<file path="src/rtl/pata_pkg.sv">
`timescale 1ns / 1ps
// shared types, constants and result builders for primitive assembly
package pata_pkg;

  localparam int unsigned IndexWidth = 16;
  localparam int unsigned InIdxW     = 16;
  localparam int unsigned ResIdxW    = 32;
  localparam int unsigned CfgIdxW    = 2;
  localparam int unsigned QueueDepth = 2;
  localparam int unsigned QPtrW      = (QueueDepth > 1) ? $clog2(QueueDepth) : 1;
  localparam int unsigned QCntW      = $clog2(QueueDepth + 1);

  localparam logic [ResIdxW-1:0] IdxMask =
    (IndexWidth >= ResIdxW) ? '1 : ResIdxW'((64'd1 << IndexWidth) - 64'd1);

  localparam logic [15:0] SecondUvFlag   = 16'h2000;
  localparam logic [1:0]  SecondUvSource = 2'd1;

  typedef enum logic [CfgIdxW-1:0] {
    CFG_POS_OFFSET = 2'd0,
    CFG_NRM_OFFSET = 2'd1,
    CFG_TEX_OFFSET = 2'd2
  } cfg_reg_e;

  typedef enum logic [2:0] {
    KIND_LINES     = 3'd0,
    KIND_LINE_STRIP = 3'd1,
    KIND_TRIANGLES = 3'd2,
    KIND_TRI_STRIP = 3'd3,
    KIND_FAN       = 3'd4,
    KIND_QUADS     = 3'd5,
    KIND_OTHER     = 3'd6
  } prim_kind_e;

  typedef enum logic [1:0] {
    OUT_LINE  = 2'd0,
    OUT_TRI   = 2'd1,
    OUT_POINT = 2'd2
  } out_kind_e;

  typedef struct packed {
    logic [ResIdxW-1:0] pos;
    logic [ResIdxW-1:0] uv;
    logic [ResIdxW-1:0] nrm;
  } vert_t;

  typedef struct packed {
    out_kind_e kind;
    vert_t     a;
    vert_t     b;
    vert_t     c;
  } res_t;

  // a job holds the one or two results of one accepted vertex
  typedef struct packed {
    logic two;
    res_t r0;
    res_t r1;
  } job_t;

  typedef struct packed {
    logic full;
    logic empty;
  } q_stat_t;

  function automatic res_t mk_line(vert_t a, vert_t b);
    res_t r;
    r       = '0;
    r.kind  = OUT_LINE;
    r.a.pos = a.pos;
    r.a.uv  = a.uv;
    r.b.pos = b.pos;
    r.b.uv  = b.uv;
    return r;
  endfunction

  function automatic res_t mk_tri(vert_t a, vert_t b, vert_t c);
    res_t r;
    r.kind = OUT_TRI;
    r.a    = a;
    r.b    = b;
    r.c    = c;
    return r;
  endfunction

  function automatic res_t mk_point(logic [ResIdxW-1:0] pos);
    res_t r;
    r       = '0;
    r.kind  = OUT_POINT;
    r.a.pos = pos;
    r.b.pos = pos;
    r.c.pos = pos;
    return r;
  endfunction

endpackage

</file>
<file path="src/rtl/pata_if.sv">
`timescale 1ns / 1ps
// vertex and result channel interfaces
interface pata_vtx_if;
  logic                         valid;
  logic                         ready;
  logic [2:0]                   prim_kind;
  logic                         first_vertex;
  logic [pata_pkg::InIdxW-1:0]  position_index;
  logic [pata_pkg::InIdxW-1:0]  normal_index;
  logic [pata_pkg::InIdxW-1:0]  texcoord0_index;
  logic [pata_pkg::InIdxW-1:0]  texcoord1_index;
  logic [15:0]                  material_flags;
  logic [1:0]                   uv_source;

  modport source (
    output valid, prim_kind, first_vertex, position_index, normal_index,
           texcoord0_index, texcoord1_index, material_flags, uv_source,
    input  ready
  );
  modport sink (
    input  valid, prim_kind, first_vertex, position_index, normal_index,
           texcoord0_index, texcoord1_index, material_flags, uv_source,
    output ready
  );
endinterface

interface pata_res_if;
  logic                         valid;
  logic                         ready;
  logic [1:0]                   out_kind;
  logic [pata_pkg::ResIdxW-1:0] pos_a;
  logic [pata_pkg::ResIdxW-1:0] uv_a;
  logic [pata_pkg::ResIdxW-1:0] nrm_a;
  logic [pata_pkg::ResIdxW-1:0] pos_b;
  logic [pata_pkg::ResIdxW-1:0] uv_b;
  logic [pata_pkg::ResIdxW-1:0] nrm_b;
  logic [pata_pkg::ResIdxW-1:0] pos_c;
  logic [pata_pkg::ResIdxW-1:0] uv_c;
  logic [pata_pkg::ResIdxW-1:0] nrm_c;
  logic                         last_of_run;

  modport source (
    output valid, out_kind, pos_a, uv_a, nrm_a, pos_b, uv_b, nrm_b,
           pos_c, uv_c, nrm_c, last_of_run,
    input  ready
  );
  modport sink (
    input  valid, out_kind, pos_a, uv_a, nrm_a, pos_b, uv_b, nrm_b,
           pos_c, uv_c, nrm_c, last_of_run,
    output ready
  );
endinterface

</file>
<file path="src/rtl/pata_front.sv">
`timescale 1ns / 1ps
// front end: index resolve, vertex history and primitive classification
module pata_front (
  input  logic                          clk_i,
  input  logic                          rst_ni,
  input  logic                          cfg_we_i,
  input  logic [pata_pkg::CfgIdxW-1:0]  cfg_idx_i,
  input  logic [pata_pkg::ResIdxW-1:0]  cfg_data_i,
  pata_vtx_if.sink                      vtx_i,
  input  pata_pkg::q_stat_t             q_stat_i,
  output logic                          push_o,
  output pata_pkg::job_t                job_o
);
  import pata_pkg::*;

  logic [ResIdxW-1:0] pos_off_q, nrm_off_q, tex_off_q;
  logic [ResIdxW-1:0] cnt_q, cnt_d, idx;
  logic [1:0]         m3_q, m3_d, idx_m3;
  vert_t              anchor_q, p0_q, p1_q, p2_q, cur;
  logic               accept, has_res, second_uv;
  logic [ResIdxW-1:0] tex_raw;

  assign vtx_i.ready = !q_stat_i.full;
  assign accept      = vtx_i.valid && vtx_i.ready;
  assign push_o      = accept && has_res;

  always_ff @(posedge clk_i or negedge rst_ni) begin
    if (!rst_ni) begin
      pos_off_q <= '0;
      nrm_off_q <= '0;
      tex_off_q <= '0;
    end else if (cfg_we_i) begin
      case (cfg_idx_i)
        CFG_POS_OFFSET: pos_off_q <= cfg_data_i;
        CFG_NRM_OFFSET: nrm_off_q <= cfg_data_i;
        CFG_TEX_OFFSET: tex_off_q <= cfg_data_i;
        default: ;
      endcase
    end
  end

  always_comb begin
    idx       = vtx_i.first_vertex ? '0 : cnt_q;
    idx_m3    = vtx_i.first_vertex ? 2'd0 : m3_q;
    second_uv = ((vtx_i.material_flags & SecondUvFlag) != '0) ||
                (vtx_i.uv_source == SecondUvSource);
    tex_raw   = second_uv ? ResIdxW'(vtx_i.texcoord1_index)
                          : ResIdxW'(vtx_i.texcoord0_index);
    cur.pos   = (ResIdxW'(vtx_i.position_index) & IdxMask) + pos_off_q;
    cur.nrm   = (ResIdxW'(vtx_i.normal_index) & IdxMask) + nrm_off_q;
    cur.uv    = (tex_raw & IdxMask) + tex_off_q;

    cnt_d = idx + ResIdxW'(1);
    // i mod 3 restarts when the counter wraps
    if (idx == '1 || idx_m3 == 2'd2) begin
      m3_d = 2'd0;
    end else begin
      m3_d = idx_m3 + 2'd1;
    end

    has_res = 1'b0;
    job_o   = '0;
    case (prim_kind_e'(vtx_i.prim_kind))
      KIND_LINES: begin
        if (idx[0]) begin
          has_res  = 1'b1;
          job_o.r0 = mk_line(p0_q, cur);
        end
      end
      KIND_LINE_STRIP: begin
        if (idx != '0) begin
          has_res  = 1'b1;
          job_o.r0 = mk_line(p0_q, cur);
        end
      end
      KIND_TRIANGLES: begin
        if (idx_m3 == 2'd2) begin
          has_res  = 1'b1;
          job_o.r0 = mk_tri(p1_q, p0_q, cur);
        end
      end
      KIND_TRI_STRIP: begin
        if (idx[ResIdxW-1:1] != '0) begin
          has_res  = 1'b1;
          // odd positions swap winding
          job_o.r0 = idx[0] ? mk_tri(p1_q, cur, p0_q) : mk_tri(p1_q, p0_q, cur);
        end
      end
      KIND_FAN: begin
        if (idx[ResIdxW-1:1] != '0) begin
          has_res  = 1'b1;
          job_o.r0 = mk_tri(anchor_q, p0_q, cur);
        end
      end
      KIND_QUADS: begin
        if (idx[1:0] == 2'b11) begin
          has_res   = 1'b1;
          job_o.two = 1'b1;
          job_o.r0  = mk_tri(p2_q, p1_q, p0_q);
          job_o.r1  = mk_tri(p2_q, p0_q, cur);
        end
      end
      default: begin
        has_res  = 1'b1;
        job_o.r0 = mk_point(cur.pos);
      end
    endcase
  end

  always_ff @(posedge clk_i or negedge rst_ni) begin
    if (!rst_ni) begin
      cnt_q    <= '0;
      m3_q     <= '0;
      anchor_q <= '0;
      p0_q     <= '0;
      p1_q     <= '0;
      p2_q     <= '0;
    end else if (accept) begin
      cnt_q <= cnt_d;
      m3_q  <= m3_d;
      if (idx == '0) begin
        anchor_q <= cur;
      end
      p2_q <= p1_q;
      p1_q <= p0_q;
      p0_q <= cur;
    end
  end

endmodule

</file>
<file path="src/rtl/pata_queue.sv">
`timescale 1ns / 1ps
// short job queue between front and back
module pata_queue (
  input  logic               clk_i,
  input  logic               rst_ni,
  input  logic               push_i,
  input  pata_pkg::job_t     job_i,
  input  logic               pop_i,
  output pata_pkg::job_t     head_o,
  output pata_pkg::q_stat_t  stat_o
);
  import pata_pkg::*;

  job_t             mem_q [QueueDepth];
  logic [QPtrW-1:0] wr_q, rd_q;
  logic [QCntW-1:0] cnt_q;
  logic             do_push, do_pop;

  assign stat_o.full  = (cnt_q == QCntW'(QueueDepth));
  assign stat_o.empty = (cnt_q == '0);
  assign do_push      = push_i && !stat_o.full;
  assign do_pop       = pop_i && !stat_o.empty;
  assign head_o       = mem_q[rd_q];

  always_ff @(posedge clk_i) begin
    if (do_push) begin
      mem_q[wr_q] <= job_i;
    end
  end

  always_ff @(posedge clk_i or negedge rst_ni) begin
    if (!rst_ni) begin
      wr_q  <= '0;
      rd_q  <= '0;
      cnt_q <= '0;
    end else begin
      if (do_push) begin
        wr_q <= (wr_q == QPtrW'(QueueDepth - 1)) ? '0 : wr_q + QPtrW'(1);
      end
      if (do_pop) begin
        rd_q <= (rd_q == QPtrW'(QueueDepth - 1)) ? '0 : rd_q + QPtrW'(1);
      end
      if (do_push && !do_pop) begin
        cnt_q <= cnt_q + QCntW'(1);
      end else if (do_pop && !do_push) begin
        cnt_q <= cnt_q - QCntW'(1);
      end
    end
  end

endmodule

</file>
<file path="src/rtl/pata_back.sv">
`timescale 1ns / 1ps
// back end: unpacks jobs into result words behind an output register
module pata_back (
  input  logic               clk_i,
  input  logic               rst_ni,
  input  pata_pkg::job_t     head_i,
  input  pata_pkg::q_stat_t  q_stat_i,
  output logic               pop_o,
  pata_res_if.source         res_o
);
  import pata_pkg::*;

  logic valid_q, last_q, sel_q, sel_d, load;
  res_t res_q;

  assign load  = !q_stat_i.empty && (!valid_q || res_o.ready);
  // the job leaves once its final result is loaded
  assign pop_o = load && (!head_i.two || sel_q);

  always_comb begin
    sel_d = sel_q;
    if (pop_o) begin
      sel_d = 1'b0;
    end else if (load) begin
      sel_d = 1'b1;
    end
  end

  always_ff @(posedge clk_i or negedge rst_ni) begin
    if (!rst_ni) begin
      valid_q <= 1'b0;
      sel_q   <= 1'b0;
    end else begin
      sel_q <= sel_d;
      if (load) begin
        valid_q <= 1'b1;
      end else if (res_o.ready) begin
        valid_q <= 1'b0;
      end
    end
  end

  always_ff @(posedge clk_i) begin
    if (load) begin
      res_q  <= sel_q ? head_i.r1 : head_i.r0;
      last_q <= !head_i.two || sel_q;
    end
  end

  assign res_o.valid       = valid_q;
  assign res_o.out_kind    = res_q.kind;
  assign res_o.pos_a       = res_q.a.pos;
  assign res_o.uv_a        = res_q.a.uv;
  assign res_o.nrm_a       = res_q.a.nrm;
  assign res_o.pos_b       = res_q.b.pos;
  assign res_o.uv_b        = res_q.b.uv;
  assign res_o.nrm_b       = res_q.b.nrm;
  assign res_o.pos_c       = res_q.c.pos;
  assign res_o.uv_c        = res_q.c.uv;
  assign res_o.nrm_c       = res_q.c.nrm;
  assign res_o.last_of_run = last_q;

endmodule

</file>
<file path="src/rtl/primitive_assembly_to_triangles.sv">
`timescale 1ns / 1ps
// primitive assembly top level: vertex words in, line/triangle/point words out
//
// vtx_i carries one vertex word per accepted valid/ready handshake; tri_o
// carries result words (lines, triangles or degenerate points), with
// last_of_run set on the final word caused by a vertex. quad-closing vertices
// give two words, vertices that close nothing give none. a result word is
// written into the job queue at the edge that accepts its vertex, then loaded
// into the output register by the back end. throughput: one vertex per cycle,
// one result word per cycle, while the receiver takes words and the queue has
// room; the two words of a quad leave in turn. the offsets are written through
// cfg_we_i/cfg_idx_i/cfg_data_i (0 position, 1 normal, 2 texture); the user
// must write them only while no vertex is in flight, the block does not enforce
// it; other indices are ignored. reset clears offsets, the vertex counter, the
// vertex history and the queue. when the receiver stalls the output word holds,
// the two-entry job queue fills and vtx_i.ready drops until room frees up.
module primitive_assembly_to_triangles (
  input  logic                          clk_i,
  input  logic                          rst_ni,
  input  logic                          cfg_we_i,
  input  logic [pata_pkg::CfgIdxW-1:0]  cfg_idx_i,
  input  logic [pata_pkg::ResIdxW-1:0]  cfg_data_i,
  pata_vtx_if.sink                      vtx_i,
  pata_res_if.source                    tri_o
);
  import pata_pkg::*;

  job_t    job, head;
  q_stat_t q_stat;
  logic    push, pop;

  pata_front u_front (
    .clk_i      (clk_i),
    .rst_ni     (rst_ni),
    .cfg_we_i   (cfg_we_i),
    .cfg_idx_i  (cfg_idx_i),
    .cfg_data_i (cfg_data_i),
    .vtx_i      (vtx_i),
    .q_stat_i   (q_stat),
    .push_o     (push),
    .job_o      (job)
  );

  pata_queue u_queue (
    .clk_i  (clk_i),
    .rst_ni (rst_ni),
    .push_i (push),
    .job_i  (job),
    .pop_i  (pop),
    .head_o (head),
    .stat_o (q_stat)
  );

  pata_back u_back (
    .clk_i    (clk_i),
    .rst_ni   (rst_ni),
    .head_i   (head),
    .q_stat_i (q_stat),
    .pop_o    (pop),
    .res_o    (tri_o)
  );

endmodule
</file>
<file path="src/flat_wrapper.sv">
// flat-port wrapper written by rule: the top's interface ports become plain ports
module primitive_assembly_to_triangles_flat import pata_pkg::*;
  (clk_i, rst_ni, cfg_we_i, cfg_idx_i, cfg_data_i, vtx_i_valid, vtx_i_prim_kind, vtx_i_first_vertex, vtx_i_position_index, vtx_i_normal_index, vtx_i_texcoord0_index, vtx_i_texcoord1_index, vtx_i_material_flags, vtx_i_uv_source, vtx_i_ready, tri_o_valid, tri_o_out_kind, tri_o_pos_a, tri_o_uv_a, tri_o_nrm_a, tri_o_pos_b, tri_o_uv_b, tri_o_nrm_b, tri_o_pos_c, tri_o_uv_c, tri_o_nrm_c, tri_o_last_of_run, tri_o_ready);
  pata_vtx_if vtx_i_i ();
  pata_res_if tri_o_i ();
  input  logic clk_i;
  input  logic rst_ni;
  input  logic cfg_we_i;
  input  logic [pata_pkg::CfgIdxW-1:0] cfg_idx_i;
  input  logic [pata_pkg::ResIdxW-1:0] cfg_data_i;
  input wire logic [$bits(vtx_i_i.valid)-1:0] vtx_i_valid;
  input wire logic [$bits(vtx_i_i.prim_kind)-1:0] vtx_i_prim_kind;
  input wire logic [$bits(vtx_i_i.first_vertex)-1:0] vtx_i_first_vertex;
  input wire logic [$bits(vtx_i_i.position_index)-1:0] vtx_i_position_index;
  input wire logic [$bits(vtx_i_i.normal_index)-1:0] vtx_i_normal_index;
  input wire logic [$bits(vtx_i_i.texcoord0_index)-1:0] vtx_i_texcoord0_index;
  input wire logic [$bits(vtx_i_i.texcoord1_index)-1:0] vtx_i_texcoord1_index;
  input wire logic [$bits(vtx_i_i.material_flags)-1:0] vtx_i_material_flags;
  input wire logic [$bits(vtx_i_i.uv_source)-1:0] vtx_i_uv_source;
  output wire logic [$bits(vtx_i_i.ready)-1:0] vtx_i_ready;
  output wire logic [$bits(tri_o_i.valid)-1:0] tri_o_valid;
  output wire logic [$bits(tri_o_i.out_kind)-1:0] tri_o_out_kind;
  output wire logic [$bits(tri_o_i.pos_a)-1:0] tri_o_pos_a;
  output wire logic [$bits(tri_o_i.uv_a)-1:0] tri_o_uv_a;
  output wire logic [$bits(tri_o_i.nrm_a)-1:0] tri_o_nrm_a;
  output wire logic [$bits(tri_o_i.pos_b)-1:0] tri_o_pos_b;
  output wire logic [$bits(tri_o_i.uv_b)-1:0] tri_o_uv_b;
  output wire logic [$bits(tri_o_i.nrm_b)-1:0] tri_o_nrm_b;
  output wire logic [$bits(tri_o_i.pos_c)-1:0] tri_o_pos_c;
  output wire logic [$bits(tri_o_i.uv_c)-1:0] tri_o_uv_c;
  output wire logic [$bits(tri_o_i.nrm_c)-1:0] tri_o_nrm_c;
  output wire logic [$bits(tri_o_i.last_of_run)-1:0] tri_o_last_of_run;
  input wire logic [$bits(tri_o_i.ready)-1:0] tri_o_ready;
  assign vtx_i_i.valid = vtx_i_valid;
  assign vtx_i_i.prim_kind = vtx_i_prim_kind;
  assign vtx_i_i.first_vertex = vtx_i_first_vertex;
  assign vtx_i_i.position_index = vtx_i_position_index;
  assign vtx_i_i.normal_index = vtx_i_normal_index;
  assign vtx_i_i.texcoord0_index = vtx_i_texcoord0_index;
  assign vtx_i_i.texcoord1_index = vtx_i_texcoord1_index;
  assign vtx_i_i.material_flags = vtx_i_material_flags;
  assign vtx_i_i.uv_source = vtx_i_uv_source;
  assign vtx_i_ready = vtx_i_i.ready;
  assign tri_o_valid = tri_o_i.valid;
  assign tri_o_out_kind = tri_o_i.out_kind;
  assign tri_o_pos_a = tri_o_i.pos_a;
  assign tri_o_uv_a = tri_o_i.uv_a;
  assign tri_o_nrm_a = tri_o_i.nrm_a;
  assign tri_o_pos_b = tri_o_i.pos_b;
  assign tri_o_uv_b = tri_o_i.uv_b;
  assign tri_o_nrm_b = tri_o_i.nrm_b;
  assign tri_o_pos_c = tri_o_i.pos_c;
  assign tri_o_uv_c = tri_o_i.uv_c;
  assign tri_o_nrm_c = tri_o_i.nrm_c;
  assign tri_o_last_of_run = tri_o_i.last_of_run;
  assign tri_o_i.ready = tri_o_ready;
  primitive_assembly_to_triangles u_core (.clk_i(clk_i), .rst_ni(rst_ni), .cfg_we_i(cfg_we_i), .cfg_idx_i(cfg_idx_i), .cfg_data_i(cfg_data_i), .vtx_i(vtx_i_i), .tri_o(tri_o_i));
endmodule
</file>
<file path="config.mk">
export PLATFORM = sky130hd
export DESIGN_NAME = primitive_assembly_to_triangles_flat
export DESIGN_NICKNAME = d
export VERILOG_FILES = /design/src/rtl/pata_pkg.sv /design/src/rtl/pata_if.sv /design/src/rtl/pata_front.sv /design/src/rtl/pata_queue.sv /design/src/rtl/pata_back.sv /design/src/rtl/primitive_assembly_to_triangles.sv /design/src/flat_wrapper.sv
export SDC_FILE = /design/constraint.sdc
export NUM_CORES = 2
export LEC_CHECK = 0
export BUFFER_PORTS_ARGS = -buffer_cell sky130_fd_sc_hd__buf_2
export CAP_MARGIN = 15
export CORE_AREA = 2 2 377 379
export CTS_BUF_LIST = sky130_fd_sc_hd__clkbuf_4
export CTS_CLUSTER_DIAMETER = 60
export DETAILED_ROUTE_END_ITERATION = 7
export DIE_AREA = 0 0 379 381
export GPL_TIMING_DRIVEN = 0
export PLACE_DENSITY = 0.78
export SYNTH_ARGS = -nofsm -noshare
export SYNTH_HDL_FRONTEND = slang
export SYNTH_HIERARCHICAL = 1
export SYNTH_SLANG_ARGS = --single-unit
</file>
<file path="constraint.sdc">
create_clock -name clk_i -period 52.2 [get_ports clk_i]
set_input_delay 5.22 -clock clk_i [delete_from_list [all_inputs] [get_ports clk_i]]
set_output_delay 5.22 -clock clk_i [all_outputs]
set_load 0.1 [all_outputs]
</file>
# Word level (Yosys, flattened, before mapping)

Memory sizes are Yosys's and may differ from the RTL's.
Index checks and enable logic that the tools add are counted.

Word-level logic and storage cells: 118
Output and inout bits: 293
Memory bits (writable): 1162
Input port bits: 125
Flip-flop bits (word level): 811
Memories kept: 1

Mux-type cells: 31
Equal/unequal tests: 12
Add/subtract/negate cells: 9
Reduce and logical (&&, ||, !) cells: 32

Memory list:

| memory               | depth | width | rd ports | clocked after Yosys merged registers in | wr ports | RTL line         | source |
|---|---|---|---|---|---|---|---|
| u_core.u_queue.mem_q | 2     | 581   | 1        | 0                                       | 1        | pata_queue.sv:14 | `job_t mem_q [QueueDepth];` |

Operators with widths:

| cell                  | count |
|---|---|
| $pmux 290 s6          | 1 |
| $mux 289              | 3 |
| $mux 581              | 1 |
| $mux 290              | 2 |
| $mux 288              | 2 |
| $mux 192              | 1 |
| $add 16x32->32        | 3 |
| $add 32x1->32 const B | 1 |
| $eq 32x32->1 const B  | 1 |
| $logic_not 32->1      | 1 |
| $mux 32               | 1 |
| $reduce_bool 32->1    | 1 |
| $reduce_bool 31->1    | 1 |
| $mux 16               | 1 |
| $mux 1                | 14 |
| $eq 2x2->1 const B    | 4 |
| $logic_and 1x1->1     | 8 |
| $mux 2                | 4 |
| $reduce_and 2->1      | 4 |
| $eq 3x2->1 const B    | 2 |
| $eq 3x3->1 const B    | 2 |
| $logic_not 1->1       | 6 |
| $reduce_bool 2->1     | 3 |
| $pmux 1 s5            | 1 |
| other kinds (9)       | 16 |

# Longest topological paths before layout

Word-level depth: 10
Gate-level depth with buffers: 16
Depth with buffers taken out: 14

# Hierarchy

Netlist, hierarchy kept.

Modules (own cells, without submodules):

| module     | area each (µm²) | times used | sequential area each (µm²) | cells an instance |
|---|---|---|---|---|
| pata_queue | 42364.4         | 1          | 34993.6                    | 1827 |
| pata_front | 28917.7         | 1          | 12862.3                    | 3399 |
| pata_back  | 12525.8         | 1          | 8788.4                     | 623 |

# Least setup slack after synthesis

OpenSTA, ideal clock, no wires.

Path kind: input port to flip-flop
Start point: input vtx_i_first_vertex
End point: memory u_core/u_queue/mem_q[0][0] (netlist bit), enable pin
Cell stages on the path: 11
Arrival: 31.116 ns
Required time: 50.661 ns
Buffers on the path: 3
Setup slack: 19.545 ns
Library setup time: 1.539 ns
Cell sequence: clkbuf_1 nand2b_1 ha_1 o21a_1 a2111oi_2 buf_2 buf_2 nor3_1 nor2_1 nand2_1 nor2_1

Longest elaborated chain between the ends: 8
Elaborated cells on any way between the ends: 16
Classes of those cells: eq/ne: 2; mux: 10; reduce/logical: 4

Ends and longest elaborated chain:

| element                                          | RTL line                              | source |
|---|---|---|
| start, declared                                  | flat_wrapper.sv:13                    | `input wire logic [$bits(vtx_i_i.first_vertex)-1:0] vtx_i_first_vertex;` |
| $mux 32 / $mux 2 (equally long branches)         | pata_front.sv:43, pata_front.sv:44    |  |
| $reduce_bool 32->1, or another cell as far along | pata_front.sv:71                      | `if (idx != '0) begin` |
| $mux 1, on equally long branches                 | n/a                                   |  |
| $pmux 1 s5 (*)                                   | pata_front.sv:63                      | `case (prim_kind_e'(vtx_i.prim_kind))` |
| $logic_and 1x1->1 (*)                            | pata_front.sv:25                      | `assign push_o = accept && has_res;` |
| via u_core.push                                  | primitive_assembly_to_triangles.sv:30 | `logic push, pop;` |
| $logic_and 1x1->1 (*)                            | pata_queue.sv:21                      | `assign do_push = push_i && !stat_o.full;` |
| $mux 1 (*)                                       | pata_queue.sv:26                      | `if (do_push) begin` |
| $mux 1 (not written as such) (*)                 | pata_queue.sv:27                      | `mem_q[wr_q] <= job_i;` |
| end, declared                                    | pata_queue.sv:14                      |  |

Mark *: on every way through the listed nets, which the timed path passes. The rest lies on a longest branch.

# Final worst setup path

Start point: input vtx_i_first_vertex
End point: memory u_core/u_queue/mem_q[1][413] (netlist bit), enable pin

Same word-level chain as after synthesis.

==> summary.txt <==
Clock network
  • # clock sinks: 1973
  • Post-CTS Resized: 0
  • Hold_buf cts: 0
  • CTS buffer count: 488
  • H-tree depth: 5
  • Post-CTS Setup Bufs: 0
  • CTS tree: yes
  • Clk Latency, worst-skew pair: 1.44 ns
  • CTS max path bufs: 4
  • Clock root buffer: clkbuf_4
  • Clock transition at the registers of the reported paths: 0.07 ns

Place
  • GPL Wtd Cong: 0.940
  • I/O Buffers: 402
  • DP Area: 89500 um^2
  • HPWL Detailed: 176000 um

Layout
  • Most frequent cells in the layout: edfxtp_1 (1453), nand2_1 (1024), mux2_2 (984)
  • Register area: between 50000 and 60000 um^2
  • Finished Cell Area: 96000 um^2
  • Layout cells sized above 1: 0.343
  • Layout Nets: 6985
  • Commonest non-fill, non-tap cell in the layout: edfxtp_1
  • Multi-input gate area: around 25000 um^2
  • Area Growth Syn to Fin: 14.6%
  • Filler cells: 9820

Die
  • IO Count: 418
  • Die H: 381 um
  • Die area: ~140000 um^2
  • Initial Util: 0.596
  • Width of the die: 379 um
  • Core Rows: 138
  • Core box area: 141000 um^2

Logic synthesis
  • Area contributors post-synth: edfxtp_1 (52%), dfrtp_1 (16%), mux2_2 (13%)
  • Avg Cell Area, Syn: 14.3 um^2
  • EDFF count, synth: between 1000 and 1500
  • Synth top area share: 0.521
  • Register bit total from synthesis: just under 2000
  • Synth cell types: 82
  • Async set or reset register ratio after synthesis: 0.264
  • Top_reg_cell synth: edfxtp_1
  • Cell area after synthesis: about 84000 um^2
  • Syn Nets: 6030
  • Synth warn: 6
  • Largest area contributor in the netlist: edfxtp_1
  • Sequential area share after synthesis: 0.676
  • Post-Synthesis Cells: 5849

Detailed routing
  • Number of remaining DRC errors: 0
  • Wire length per cell: 27.8 um
  • DRT iter0 DRCs: 7785
  • Routed vias: 56100
  • Routed wire length: ~250000 um
  • Final antenna-violating net count: 0
  • Routed vias/inst: approximately 6
  • First-pass DRT Iterations: 6

Setup path
  • Worst path max stage delay: slightly below 1 ns
  • WP data arrival: 11.77 ns
  • Top cell by count, worst path: buf_16
  • Startpoint Class: input pin
  • CP max FO: 60
  • CP Capture Type: flop
  • Reg2reg path depth: 15
  • Worst Path Required: roughly 53 ns
  • Max stage delay cell, worst path: clkbuf_1
  • Setup CP Type: in2reg
  • CP Cell Sequence: buf_2, clkbuf_1, nand2b_1, inv_1, ha_1, nand3_1, inv_1, clkbuf_1, or3_1, nor3_1, nor2_1, and3_4, buf_16, buf_16, buf_16, buf_16, buf_16

Pwr
  • Flop pwr share: 0.390
  • Sw frac: 0.426
  • Int Pwr: about 3500 uW
  • Max IR drop VDD: 0.0927 mV
  • Combinational share of power: 0.395
  • PwrDens: ~64 nW/um^2
  • Leak: 0.0374 uW
  • Clk pwr share: 0.215
  • Switch Pwr: 2600 uW
  • Total Power: 6110 uW

STA
  • Worst Max-Slew Pin Slew: roughly 1.4 ns
  • Final Critical Period: 10.76 ns
  • Final setup violation count: 0
  • Fmax: 0.0929 GHz
  • RSZ-0062 raised after global routing: no
  • Slew headroom: 0.0597
  • Max-slew violation count: 0
  • Hold Vio Cnt, Final: 0
  • Worst clock skew: 0.143 ns
  • Final period util: 0.206
  • TNS Setup: 0 ns

Run
  • MaxCap Viol Count: 0

Global routing
  • First-pass GRT wire length: 358000 um
  • Gr ovfl total: 0
  • Antenna violations before repair: 39
  • Vias in the first global route: 54300
  • Largest net degree at the start of global routing: 115
  • Total GRT Usage: 0.347

Worst hold path
  • Hold Crit Class: reg2reg
  • Hold path depth: 2

Run status
  • Status: finished, final reports clean
power by group through the flow:
stage | Combinational (uW) | Clock, uW | Sequential (uW)
final | 2410 | 1310 | 2380
after global placement | 2300 | 0 | 2630
after floorplan | 917 | 0 | 3330
after global routing | 2490 | 1410 | 2420
after CTS | 2380 | 1330 | 2370
after detailed placement | 2370 | 0 | 2400
layer usage:
layer  vias to the layer above  GRT usage  wire, um
met5                         -    0.00404       213
met4                        26      0.173     13100
met3                       669      0.136     36200
met2                      3959      0.500    111000
met1                     27700      0.460     93300
li1                      23800          -         -
Yosys cell counts, types with 7 or more instances:
library cell,n
and3_1,19
nor3b_1,10
nand2b_1,10
xor2_1,65
and2_1,200
nor4_1,9
buf_6,77
o21ai_1,12
clkbuf_8,28
dfrtp_1,520
buf_1,22
buf_2,26
a221o_1,36
ha_1,53
nor3_1,14
a21o_1,15
nand2_1,1024
o211ai_1,19
inv_1,39
mux2i_1,7
o21ai_0,416
clkbuf_1,164
xnor2_1,44
a211oi_1,12
nand4_1,15
a221oi_2,36
o2bb2ai_1,10
mux2_2,984
a22oi_1,90
nor2b_1,8
nand3_1,40
a211o_1,19
nor2_1,169
a221oi_1,28
edfxtp_1,1453
a21oi_1,66
state kept, by name, summed over array words and instances (netlist names), 32 cells and up:
name	flops
u_core/u_back/res_o.nrm_a	32
u_core/u_back/res_o.nrm_b	32
u_core/u_back/res_o.nrm_c	32
u_core/u_back/res_o.pos_a	32
u_core/u_back/res_o.pos_b	32
u_core/u_back/res_o.pos_c	32
u_core/u_back/res_o.uv_a	32
u_core/u_back/res_o.uv_b	32
u_core/u_back/res_o.uv_c	32
u_core/u_front/anchor_q	96
u_core/u_front/cnt_q	32
u_core/u_front/nrm_off_q	32
u_core/u_front/p0_q	96
u_core/u_front/p1_q	96
u_core/u_front/p2_q	96
u_core/u_front/pos_off_q	32
u_core/u_front/tex_off_q	32
u_core/u_queue/mem_q	1162
path summary, 6_finish.rpt:
path	from	end	slack, ns
max	vtx_i_first_vertex	u_core/u_queue/mem_q[1][413]	41.44
min	u_core/u_front/p1_q[29]	u_core/u_front/p2_q[29]	0.44
max reg2reg	u_core/u_front/cnt_q[0]	u_core/u_queue/mem_q[1][413]	44.90
min reg2reg	u_core/u_front/p1_q[29]	u_core/u_front/p2_q[29]	0.44
max in group asynchronous	rst_ni	u_core/u_front/p0_q[27]	46.85
min in group asynchronous	rst_ni	u_core/u_front/p0_q[80]	3.74
worst max-delay path: cells and delay by family:
kind | cells | cell delay [ns]
buffers and inverters | 10 | 3.53
and+or+nand+nor | 6 | 2.49
adders and majority gates | 1 | 0.27
per-stage QoR:
step / instances / hold WS, ns / utilization / setup WS [ns]
after global routing: 9092 / 0.486 / 0.683 / 41.47
after floorplan: 5849 / 0.438 / - / 19.55
after global placement: 8141 / 0.448 / 0.627 / 3.41
after detailed placement: 8201 / 0.454 / 0.637 / 40.41
after CTS: 9081 / 0.466 / 0.683 / 41.88
final: 9104 / 0.438 / 0.683 / 41.44
logic make-up after synthesis:
logic type      synth area share
flops                      0.676
simple gates              0.0792
mux                        0.133
compound gates            0.0643
buf+inv                   0.0273
xor+xnor                  0.0116
fa+ha+maj                0.00863
other cells            0.0000447
cell type report:
type | count | area share
multi-input cells | 3509 | 0.259
flip-flops and latches | 1973 | 0.590
repair buffers | 465 | 0.0351
inverters | 40 | 0.00156
clock buffers | 786 | 0.0614
clock inverters | 94 | 0.00524
well taps | 1890 | 0.0246
plain buffers | 327 | 0.0224
diodes | 20 | 0.000521
Power figures use the tool's default switching activity.
